<file path="src/rtl/vfc_pkg.sv">
`default_nettype none

package vfc_pkg;

    localparam int COORD_BITS = 16;
    localparam int VERT_BITS  = COORD_BITS + 1;
    localparam int INDEX_BITS = 17;
    localparam int NUM_FACES  = 6;
    localparam int CORNERS    = 4;
    localparam int Q_DEPTH    = 4;
    localparam int Q_PTR_BITS = $clog2(Q_DEPTH);

    localparam logic [INDEX_BITS-1:0] INDEX_MAX = '1;

    typedef logic [2:0] t_face;
    typedef logic [1:0] t_corner;

    typedef enum logic [1:0] {
        AXIS_X = 2'd0,
        AXIS_Y = 2'd1,
        AXIS_Z = 2'd2
    } t_axis;

    // one classified voxel; faces holds the exposed faces (zero if empty voxel)
    typedef struct packed {
        logic signed [COORD_BITS-1:0] x;
        logic signed [COORD_BITS-1:0] y;
        logic signed [COORD_BITS-1:0] z;
        logic                         start;
        logic [NUM_FACES-1:0]         faces;
    } t_item;

    // corner offsets, bit 0 = dx, bit 1 = dy, bit 2 = dz
    function automatic logic [2:0] corner_offset(input t_face f, input t_corner c);
        logic [2:0] off;
        case ({f, c})
            // +x
            5'b000_00: off = 3'b001;
            5'b000_01: off = 3'b011;
            5'b000_10: off = 3'b111;
            5'b000_11: off = 3'b101;
            // -x
            5'b001_00: off = 3'b100;
            5'b001_01: off = 3'b110;
            5'b001_10: off = 3'b010;
            5'b001_11: off = 3'b000;
            // +y
            5'b010_00: off = 3'b010;
            5'b010_01: off = 3'b110;
            5'b010_10: off = 3'b111;
            5'b010_11: off = 3'b011;
            // -y
            5'b011_00: off = 3'b001;
            5'b011_01: off = 3'b101;
            5'b011_10: off = 3'b100;
            5'b011_11: off = 3'b000;
            // +z
            5'b100_00: off = 3'b101;
            5'b100_01: off = 3'b111;
            5'b100_10: off = 3'b110;
            5'b100_11: off = 3'b100;
            // -z
            5'b101_00: off = 3'b000;
            5'b101_01: off = 3'b010;
            5'b101_10: off = 3'b011;
            5'b101_11: off = 3'b001;
            default:   off = 3'b000;
        endcase
        return off;
    endfunction

    function automatic t_axis face_axis(input t_face f);
        t_axis a;
        case (f)
            3'd0, 3'd1: a = AXIS_X;
            3'd2, 3'd3: a = AXIS_Y;
            default:    a = AXIS_Z;
        endcase
        return a;
    endfunction

endpackage

`default_nettype wire

</file>
<file path="src/rtl/voxel_face_cull_quad_emitter.sv">
// An input voxel passes the front register, the queue and the sequencer's working registers to the output register.
// Throughput: one vertex per cycle within a voxel while i_ready holds, set by the single
// vertex port; a voxel holds the sequencer for a load step plus four vertices per exposed face.
// A 4-entry queue lets the input side run ahead of the vertex sequencer.
// Reset (i_rst_n low, synchronous) empties the pipeline and clears the vertex counter.
`default_nettype none

module voxel_face_cull_quad_emitter
    import vfc_pkg::*;
(
    input  wire logic                         i_clk,
    input  wire logic                         i_rst_n,
    input  wire logic                         i_valid,
    output      logic                         o_ready,
    input  wire logic signed [COORD_BITS-1:0] i_voxel_x,
    input  wire logic signed [COORD_BITS-1:0] i_voxel_y,
    input  wire logic signed [COORD_BITS-1:0] i_voxel_z,
    input  wire logic                         i_voxel_solid,
    input  wire logic [NUM_FACES-1:0]         i_neighbor_solid,
    input  wire logic                         i_start_mesh,
    output      logic                         o_valid,
    input  wire logic                         i_ready,
    output      logic signed [VERT_BITS-1:0]  o_vert_x,
    output      logic signed [VERT_BITS-1:0]  o_vert_y,
    output      logic signed [VERT_BITS-1:0]  o_vert_z,
    output      logic [1:0]                   o_normal_axis,
    output      logic                         o_normal_negative,
    output      logic [INDEX_BITS-1:0]        o_vertex_index,
    output      logic                         o_last_vertex
);

    logic  f_push;
    logic  q_ready;
    t_item f_item;
    logic  q_valid;
    logic  q_pop;
    t_item q_item;

    // intake and face classification
    vfc_front u_front (
        .i_clk            (i_clk),
        .i_rst_n          (i_rst_n),
        .i_valid          (i_valid),
        .o_ready          (o_ready),
        .i_voxel_x        (i_voxel_x),
        .i_voxel_y        (i_voxel_y),
        .i_voxel_z        (i_voxel_z),
        .i_voxel_solid    (i_voxel_solid),
        .i_neighbor_solid (i_neighbor_solid),
        .i_start_mesh     (i_start_mesh),
        .o_push           (f_push),
        .i_q_ready        (q_ready),
        .o_item           (f_item)
    );

    // decoupling queue
    vfc_queue u_queue (
        .i_clk   (i_clk),
        .i_rst_n (i_rst_n),
        .i_push  (f_push),
        .o_ready (q_ready),
        .i_item  (f_item),
        .o_valid (q_valid),
        .i_pop   (q_pop),
        .o_item  (q_item)
    );

    // vertex sequencer
    vfc_back u_back (
        .i_clk             (i_clk),
        .i_rst_n           (i_rst_n),
        .i_q_valid         (q_valid),
        .i_q_item          (q_item),
        .o_q_pop           (q_pop),
        .o_valid           (o_valid),
        .i_ready           (i_ready),
        .o_vert_x          (o_vert_x),
        .o_vert_y          (o_vert_y),
        .o_vert_z          (o_vert_z),
        .o_normal_axis     (o_normal_axis),
        .o_normal_negative (o_normal_negative),
        .o_vertex_index    (o_vertex_index),
        .o_last_vertex     (o_last_vertex)
    );

endmodule

`default_nettype wire

</file>
<file path="src/rtl/vfc_front.sv">
`default_nettype none

module vfc_front
    import vfc_pkg::*;
(
    input  wire logic                         i_clk,
    input  wire logic                         i_rst_n,
    input  wire logic                         i_valid,
    output      logic                         o_ready,
    input  wire logic signed [COORD_BITS-1:0] i_voxel_x,
    input  wire logic signed [COORD_BITS-1:0] i_voxel_y,
    input  wire logic signed [COORD_BITS-1:0] i_voxel_z,
    input  wire logic                         i_voxel_solid,
    input  wire logic [NUM_FACES-1:0]         i_neighbor_solid,
    input  wire logic                         i_start_mesh,
    output      logic                         o_push,
    input  wire logic                         i_q_ready,
    output      t_item                        o_item
);

    logic  r_valid;
    t_item r_item;
    t_item n_item;

    // classify: exposed faces of a solid voxel, none for an empty one
    always_comb begin
        n_item.x     = i_voxel_x;
        n_item.y     = i_voxel_y;
        n_item.z     = i_voxel_z;
        n_item.start = i_start_mesh;
        n_item.faces = i_voxel_solid ? ~i_neighbor_solid : '0;
    end

    assign o_ready = !r_valid || i_q_ready;
    assign o_push  = r_valid;
    assign o_item  = r_item;

    // stage valid
    always_ff @(posedge i_clk) begin
        if (!i_rst_n) begin
            r_valid <= 1'b0;
        end else if (o_ready) begin
            r_valid <= i_valid;
        end
    end

    // stage payload
    always_ff @(posedge i_clk) begin
        if (i_valid && o_ready) begin
            r_item <= n_item;
        end
    end

endmodule

`default_nettype wire

</file>
<file path="src/rtl/vfc_queue.sv">
`default_nettype none

module vfc_queue
    import vfc_pkg::*;
(
    input  wire logic  i_clk,
    input  wire logic  i_rst_n,
    input  wire logic  i_push,
    output      logic  o_ready,
    input  wire t_item i_item,
    output      logic  o_valid,
    input  wire logic  i_pop,
    output      t_item o_item
);

    t_item                 r_mem [Q_DEPTH];
    logic [Q_PTR_BITS-1:0] r_wr_ptr;
    logic [Q_PTR_BITS-1:0] r_rd_ptr;
    logic [Q_PTR_BITS:0]   r_count;
    logic                  wr_en;
    logic                  rd_en;

    assign o_ready = (r_count != (Q_PTR_BITS+1)'(Q_DEPTH));
    assign o_valid = (r_count != '0);
    assign wr_en   = i_push && o_ready;
    assign rd_en   = i_pop && o_valid;
    assign o_item  = r_mem[r_rd_ptr];

    // pointers and fill level
    always_ff @(posedge i_clk) begin
        if (!i_rst_n) begin
            r_wr_ptr <= '0;
            r_rd_ptr <= '0;
            r_count  <= '0;
        end else begin
            if (wr_en) begin
                r_wr_ptr <= r_wr_ptr + 1'b1;
            end
            if (rd_en) begin
                r_rd_ptr <= r_rd_ptr + 1'b1;
            end
            case ({wr_en, rd_en})
                2'b10:   r_count <= r_count + 1'b1;
                2'b01:   r_count <= r_count - 1'b1;
                default: r_count <= r_count;
            endcase
        end
    end

    // entry storage
    always_ff @(posedge i_clk) begin
        if (wr_en) begin
            r_mem[r_wr_ptr] <= i_item;
        end
    end

endmodule

`default_nettype wire

</file>
<file path="src/rtl/vfc_back.sv">
`default_nettype none

module vfc_back
    import vfc_pkg::*;
(
    input  wire logic                        i_clk,
    input  wire logic                        i_rst_n,
    input  wire logic                        i_q_valid,
    input  wire t_item                       i_q_item,
    output      logic                        o_q_pop,
    output      logic                        o_valid,
    input  wire logic                        i_ready,
    output      logic signed [VERT_BITS-1:0] o_vert_x,
    output      logic signed [VERT_BITS-1:0] o_vert_y,
    output      logic signed [VERT_BITS-1:0] o_vert_z,
    output      logic [1:0]                  o_normal_axis,
    output      logic                        o_normal_negative,
    output      logic [INDEX_BITS-1:0]       o_vertex_index,
    output      logic                        o_last_vertex
);

    // working voxel
    logic                         r_busy;
    logic [NUM_FACES-1:0]         r_faces;
    t_corner                      r_corner;
    logic signed [COORD_BITS-1:0] r_x;
    logic signed [COORD_BITS-1:0] r_y;
    logic signed [COORD_BITS-1:0] r_z;
    logic [INDEX_BITS-1:0]        r_count;

    // output register
    logic                         r_out_valid;
    logic signed [VERT_BITS-1:0]  r_vx;
    logic signed [VERT_BITS-1:0]  r_vy;
    logic signed [VERT_BITS-1:0]  r_vz;
    t_axis                        r_axis;
    logic                         r_neg;
    logic [INDEX_BITS-1:0]        r_index;
    logic                         r_last;

    t_face                        cur_face;
    logic                         face_last;
    logic                         vert_last;
    logic                         emit;
    logic [2:0]                   off;
    logic [NUM_FACES-1:0]         n_faces;

    // lowest remaining exposed face
    always_comb begin
        cur_face = '0;
        for (int i = NUM_FACES - 1; i >= 0; i--) begin
            if (r_faces[i]) begin
                cur_face = 3'(i);
            end
        end
    end

    assign face_last = ((r_faces & (r_faces - 1'b1)) == '0);
    assign vert_last = face_last && (r_corner == t_corner'(CORNERS - 1));
    assign emit      = r_busy && (!r_out_valid || i_ready);
    assign o_q_pop   = !r_busy;
    assign off       = corner_offset(cur_face, r_corner);
    assign n_faces   = (r_corner == t_corner'(CORNERS - 1))
                     ? (r_faces & ~(NUM_FACES'(1) << cur_face)) : r_faces;

    // sequencer control and vertex counter
    always_ff @(posedge i_clk) begin
        if (!i_rst_n) begin
            r_busy      <= 1'b0;
            r_corner    <= '0;
            r_count     <= '0;
            r_out_valid <= 1'b0;
        end else begin
            if (!r_busy && i_q_valid) begin
                r_busy   <= (i_q_item.faces != '0);
                r_corner <= '0;
                if (i_q_item.start) begin
                    r_count <= '0;
                end
            end else if (emit) begin
                r_corner <= r_corner + 1'b1;
                if (vert_last) begin
                    r_busy <= 1'b0;
                end
                if (r_count != INDEX_MAX) begin
                    r_count <= r_count + 1'b1;
                end
            end
            if (emit) begin
                r_out_valid <= 1'b1;
            end else if (i_ready) begin
                r_out_valid <= 1'b0;
            end
        end
    end

    // voxel payload and remaining faces
    always_ff @(posedge i_clk) begin
        if (!r_busy && i_q_valid) begin
            r_faces <= i_q_item.faces;
            r_x     <= i_q_item.x;
            r_y     <= i_q_item.y;
            r_z     <= i_q_item.z;
        end else if (emit) begin
            r_faces <= n_faces;
        end
    end

    // vertex payload
    always_ff @(posedge i_clk) begin
        if (emit) begin
            r_vx    <= VERT_BITS'(r_x) + VERT_BITS'(off[0]);
            r_vy    <= VERT_BITS'(r_y) + VERT_BITS'(off[1]);
            r_vz    <= VERT_BITS'(r_z) + VERT_BITS'(off[2]);
            r_axis  <= face_axis(cur_face);
            r_neg   <= cur_face[0];
            r_index <= r_count;
            r_last  <= vert_last;
        end
    end

    assign o_valid           = r_out_valid;
    assign o_vert_x          = r_vx;
    assign o_vert_y          = r_vy;
    assign o_vert_z          = r_vz;
    assign o_normal_axis     = r_axis;
    assign o_normal_negative = r_neg;
    assign o_vertex_index    = r_index;
    assign o_last_vertex     = r_last;

endmodule

`default_nettype wire

</file>
<file path="config.mk">
export PLATFORM = sky130hd
export DESIGN_NAME = voxel_face_cull_quad_emitter
export DESIGN_NICKNAME = d
export VERILOG_FILES = /design/src/rtl/vfc_pkg.sv /design/src/rtl/voxel_face_cull_quad_emitter.sv /design/src/rtl/vfc_front.sv /design/src/rtl/vfc_queue.sv /design/src/rtl/vfc_back.sv
export SDC_FILE = /design/constraint.sdc
export NUM_CORES = 1
export LEC_CHECK = 0
export ABC_CLOCK_PERIOD_IN_PS = 4600
export BUFFER_PORTS_ARGS = -buffer_cell sky130_fd_sc_hd__buf_2
export CAP_MARGIN = 25
export CORE_MARGIN = 8
export CORE_UTILIZATION = 40
export CTS_BUF_LIST = sky130_fd_sc_hd__clkbuf_4
export DETAILED_ROUTE_END_ITERATION = 16
export PLACE_DENSITY_LB_ADDON = 0.08
export SYNTH_ARGS = -nofsm -noshare
export SYNTH_HDL_FRONTEND = slang
export SYNTH_SLANG_ARGS = --single-unit
</file>
<file path="constraint.sdc">
create_clock -name i_clk -period 4.6 [get_ports i_clk]
set_clock_uncertainty 0.05 [all_clocks]
set_input_delay 0.92 -clock i_clk [delete_from_list [all_inputs] [get_ports i_clk]]
set_output_delay 0.92 -clock i_clk [all_outputs]
set_load 0.005 [all_outputs]
</file>
* Word level (Yosys, flattened, before mapping)
Memories as Yosys holds them, arrays and structs flattened. A register that Yosys moved wholly into a read port is not among the register bits.
Index checks and enable logic that the tools add are counted.
** Word-level totals
- Register bits :: 210
- Bits in writable memories :: 220
- Bits in read-only memories :: 96
- Input port bits :: 60
- Logic and storage cells :: 101
- Memories :: 2
** Memory list
- u_queue.r_mem :: depth 4, bits a word 55, read ports 1, clocked after memory_dff 1, write ports 1, line vfc_queue.sv:16 : t_item r_mem [Q_DEPTH];
- (name not given) :: depth 32, bits a word 3, read ports 1, clocked after memory_dff 0, write ports 0, line vfc_pkg.sv:36 : case ({f, c})
** Operators by class
- Add/sub/neg operators :: 10
- Equality and inequality tests :: 9
- Shift operators :: 1
- Muxes and demuxes :: 24
- Bitwise logic cells :: 5
- Reductions and logical operators :: 26
** Operators with widths (number)
- 2-to-1 mux 17 bit :: 4
- adder 16 x 2 -> 17 bit :: 3
- 2-to-1 mux 3 bit :: 6
- 2-to-1 mux 6 bit :: 3
- adder 17 x 1 -> 17 bit, second input constant :: 1
- != test 17 bit, second input constant :: 1
- AND 6 bit :: 2
- inverter 6 bit :: 2
- nonzero test 2 bit :: 6
- 2-to-1 mux 1 bit :: 7
- adder 2 x 1 -> 2 bit, second input constant :: 3
- equality test 3 x 2 -> 1 bit, second input constant :: 2
- zero test 6 bit :: 1
- case mux 3 bit (2 select lines) :: 1
- nonzero test 6 bit :: 1
- OR reduction 2 bit :: 3
- left shift 1 x 3 -> 6 bit, first input constant :: 1
- subtractor 6 x 1 -> 6 bit, second input constant :: 1
- logical AND 1 bit :: 5
- equality test 2 bit, second input constant :: 2
- 2-to-1 mux 2 bit :: 2
- case mux 2 bit (2 select lines) :: 1
- AND reduction 2 bit :: 2
- adder 3 x 1 -> 3 bit, second input constant :: 1
- other kinds (11) :: 14

* Longest topological paths before layout
- Word-level depth :: 12
- Gate-level depth with buffers :: 13
- Mapped depth without buffers :: 12

* By module
Synthesis repeated with hierarchy kept, for this count alone.
** Unflattened totals
- Cells, all modules :: 823
- Area, all modules :: 16155.5 um^2
** By module, submodules not included
- vfc_queue :: times used 1, cells an instance 339, area an instance 8490.6 um^2, sequential area each 6786.5 um^2
- vfc_back :: times used 1, cells an instance 418, area an instance 5918.2 um^2, sequential area each 4204.0 um^2
- vfc_front :: times used 1, cells an instance 66, area an instance 1746.7 um^2, sequential area each 1671.6 um^2

* Least setup slack after synthesis
OpenSTA, ideal clock, no wires.
- Path kind :: input to register
- From :: in i_valid
- To :: reg u_front.r_item (netlist bit u_front.o_item[0]), enable pin
- Data arrival time :: 3.743 ns
- Slack :: 0.306 ns
- Stages :: 2
- Path buffers :: 0
- Cells stage by stage :: inv_1 -> a31oi_1
** Between the ends
- Word-level cells in the longest chain between the ends :: 1
** Ends and longest elaborated chain
- start: declaration :: line voxel_face_cull_quad_emitter.sv:13 : input wire logic i_valid,
- logical AND 1 bit :: line vfc_front.sv:49 : if (i_valid && o_ready) begin
- end signal: assignment :: line vfc_front.sv:50 : r_item <= n_item;
- end: declaration :: line vfc_front.sv:22 : t_item r_item;
Every way passes these cells.
A chain may end at the register's enable or synchronous reset.

* Worst setup path after layout
- From :: reg u_back.r_faces[1]
- To :: reg u_back.r_vz[14], in the netlist u_back.o_vert_z[14] (data pin)
** Between the ends
- Word-level cells in the longest chain between the ends :: 4
** Ends and longest elaborated chain
- start: declaration :: line vfc_back.sv:24 : logic [NUM_FACES-1:0] r_faces;
- start signal: assignment :: line vfc_back.sv:100 : r_faces <= i_q_item.faces;
- start signal: assignment :: line vfc_back.sv:105 : r_faces <= n_faces;
- 2-to-1 mux 3 bit (2 in series) :: line vfc_back.sv:52 : if (r_faces[i]) begin
- memory (32 x 3 bit)
- adder 16 x 2 -> 17 bit :: line vfc_back.sv:114 : r_vz <= VERT_BITS'(r_z) + VERT_BITS'(off[2]);
- end signal: assignment :: line vfc_back.sv:114
- end: declaration :: line vfc_back.sv:35 : logic signed [VERT_BITS-1:0] r_vz;
Every way passes these cells.

==> results.cfg <==
[sta]
min_period_over_period_pct = 64.3
slew_violations = 0
max_freq_ghz = 0.338
worst_slew_pin_slew_ps = 945
min_period_ps = 2960
finalSetupViolations = 0
finalSetupTns_ps = 0
slew-limit-headroom_pct = 37.0
worst_slack_ps = 1640
hold_violations = 0
rsz0062_at_grt = no

[clocking]
htreeDepth = 3
clk_pin_slew_ps = 70
cts_sinks = 432
cts-hold-fix-buffers = 0
numCtsBuffers = 111
clockBufferDepth = 3
clock_latency_ps = 770
cts_root_buf = clkbuf_4
cts_resized = 0
cts_tree = built
postCtsSetupBuffers = 0

[placement]
numPortBuffers = 133
hpwlAfterDp_um = 18300
place_ws_ps = 1610
routabilityCongestion = 0.745
placed_cell_area_mm2 = 0.0173

[logic_synthesis]
synth-edff-count = 401
ys.flop_type = edfxtp_1
synth.avg_cell_area_um2 = 19.9
seq_area_frac_synth_pct = 79.2
syn_inst = 804
synth-xor-area-share_pct = 3.40
synth_warnings = 0
synth.cell_area_mm2 = 0.0160
synthArstFlopShare_pct = 0
synthMuxAreaShare_pct = 7.75
syn_nets = 879
synth_adder_area_share_pct = 1.22
synth-compound-area-share_pct = 2.65
yosys.area_share.simple_pct = 4.81
synth_cell_types = 52
synth_top_family_by_area = multiplexers
ys_ff_latch = 432

[cells_and_area]
drive_above_1_share_pct = 36.4
final_cell_mix = edfxtp_1 (401), clkbuf_4 (177), buf_2 (133), mux4_2 (55)
final_cell_area_mm2 = 0.0188
layout_commonest_cell = edfxtp_1
n_fill_cell = 3436
fin_nets = 1118
area.growth.synth_to_final_pct = 17.5

[setup_path]
cp-start-kind = flip-flop
crit_path_frequent_cell = ha_1
path_max_fanout = 6
path_depth = 10
required_ps = 5050
critPathKind = flip-flop to flip-flop
crit_start = u_back.r_faces[1]$_DFFE_PP_
reg2reg_setup_slack_ps = 1640
arrival_ps = 3410
endpoint_kind = flip-flop
crit_family = simple AND/OR/NAND/NOR gates
crit_slowest_cell = nor4_1
r2r-start = u_back.r_faces[1]$_DFFE_PP_
cpPeakStageDelay_ps = 520
reg2reg_depth = 10
timing.rr.end = u_back.o_vert_z[14]$_DFFE_PP_
endpoint = u_back.o_vert_z[14]$_DFFE_PP_
path_cells = or2_2, nor4_1, a21oi_1, o22ai_1, ha_1, ha_1, and3_1, nand2_1, nor2_1, xor2_1
path_buf_inv = 0

[floorplan]
fp.dieH_um = 216
core-area_mm2 = 0.0396
die_x_um = 216
rows = 73
io_pins = 134
die_area_mm2 = 0.0466
start_util_pct = 40.3

[drt]
vias = 7862
detail-route-antenna-nets = 0
detail_route.first_pass.iterations = 5
drc = 0
wl_per_cell_um = 18.4
viasPerCell = 4.76
wl_um = 30400
drtIter0Drc = 363

[power]
ir_drop_mv = 0.219
leakagePower_nw = 6.47
power_density_mw_per_mm2 = 572

[worst_hold_path]
min_path_type = primary input to flip-flop

[global_routing]
grt_overflow = 0
grtUsageTotal_pct = 13.0
grt_pass1_vias = 8601
antenna_found_initial = 1
grt_max_degree = 64
grt_pass1_wl_um = 47200

[job]
drv_cap = 0

[run_status]
outcome = completed
==> registers in the layout, indices dropped and copies added, names as in the netlist, named ones only <==
signal	cells
u_queue.r_mem	220
u_front.o_item	55
u_back.o_vert_x	17
u_back.o_vert_y	17
u_back.o_vert_z	17
u_back.o_vertex_index	17
u_back.r_count	17
u_back.r_x	16
u_back.r_y	16
u_back.r_z	16
u_back.r_faces	6
u_queue.r_count	3
u_back.o_normal_axis	2
u_back.r_corner	2
u_queue.r_rd_ptr	2
u_queue.r_wr_ptr	2
u_back.o_last_vertex	1
u_back.o_normal_negative	1
u_back.o_valid	1
u_back.r_busy	1
u_front.o_push	1
==> metrics by stage <==
stage,util (%),total power [mW],cells,hold slack [ps]
final,47.4,10.7,1651,287
after global routing,47.4,11.4,1651,198
after CTS,47.4,11.0,1650,170
after detailed placement,43.8,7.65,1455,420
after global placement,43.8,7.65,1455,414
after floorplan,-,6.87,804,386
==> kinds of logic after synthesis <==
kind of cell	Yosys count
xor+xnor	62
fa+ha+maj	15
mux	55
flops	432
compound gates	50
buf+inv	36
simple gates	154
==> worst min path at each step <==
stage	start	slack, ps	end	depth (start not counted)
final	i_voxel_y[1]	290	u_front.o_item[24]$_DFFE_PP_	1
after global placement	u_back.r_count[16]$_SDFFE_PN0P_	410	u_back.o_vertex_index[16]$_DFFE_PP_	0
after CTS	i_voxel_y[1]	170	u_front.o_item[24]$_DFFE_PP_	1
after detailed placement	u_back.r_count[9]$_SDFFE_PN0P_	420	u_back.o_vertex_index[9]$_DFFE_PP_	0
after floorplan	u_back.r_count[16]$_SDFFE_PN0P_	390	u_back.o_vertex_index[16]$_DFFE_PP_	0
after global routing	i_start_mesh	200	u_front.o_item[6]$_DFFE_PP_	1
==> layout make-up <==
cell class / count / area [um^2] / share of cell area [%]
antenna: 1 / 2.50 / 0.0133
clock buffer: 177 / 1330 / 7.07
clock inverter: 18 / 106 / 0.566
inverter: 16 / 61.3 / 0.326
multi-input combinational: 336 / 3200 / 17.0
sequential: 432 / 12700 / 67.4
tap: 525 / 657 / 3.50
timing repair buffer: 146 / 763 / 4.06
==> synthesized netlist by cell type, drive strengths merged (2+ instances only) <==
| cell | n | share of area (%) |
|---|---|---|
| a2111oi | 2 | 0.34 |
| a211oi | 7 | 0.52 |
| a21boi | 6 | 0.28 |
| a21oi | 4 | 0.13 |
| a22oi | 2 | 0.094 |
| a31o | 2 | 0.11 |
| and2 | 11 | 0.43 |
| and3 | 15 | 0.59 |
| and4 | 3 | 0.16 |
| buf | 10 | 0.38 |
| clkbuf | 10 | 0.23 |
| dfxtp | 31 | 3.9 |
| edfxtp | 401 | 75 |
| ha | 14 | 1.1 |
| inv | 16 | 0.38 |
| mux4 | 55 | 7.7 |
| nand2 | 37 | 0.87 |
| nand2b | 2 | 0.078 |
| nand3 | 25 | 0.78 |
| nand4 | 9 | 0.35 |
| nor2 | 33 | 0.77 |
| nor2b | 9 | 0.35 |
| nor3 | 3 | 0.094 |
| o21a | 4 | 0.19 |
| o21ai | 10 | 0.31 |
| o31ai | 2 | 0.094 |
| xnor2 | 37 | 2.0 |
| xor2 | 25 | 1.4 |
==> routing by layer <==
layer  up-vias  wire length [um]  GRT usage (%)  part of all wire [%]
met2       192             15400           22.3                    51
met4         0               665           5.95                   2.2
li1       3720                 -              -                     -
met5         -                 0              0                     0
met1      3895             12800           15.1                    42
met3        55              1590           3.72                   5.2
==> worst register-to-register path, cell delays in order, from the launching register on <==
cell and delay (ps):
edfxtp_1 450, or2_2 360, nor4_1 520, a21oi_1 80, o22ai_1 190, ha_1 250, ha_1 210, and3_1 280
nand2_1 100, nor2_1 140, xor2_1 80
==> where the power goes <==
group          internal [mW]  total [mW]  switching, mW
clock network           1.78        3.25           1.46
registers               5.27        5.76          0.492
logic                  0.789        1.73          0.946
Power figures use the tool's default switching activity.
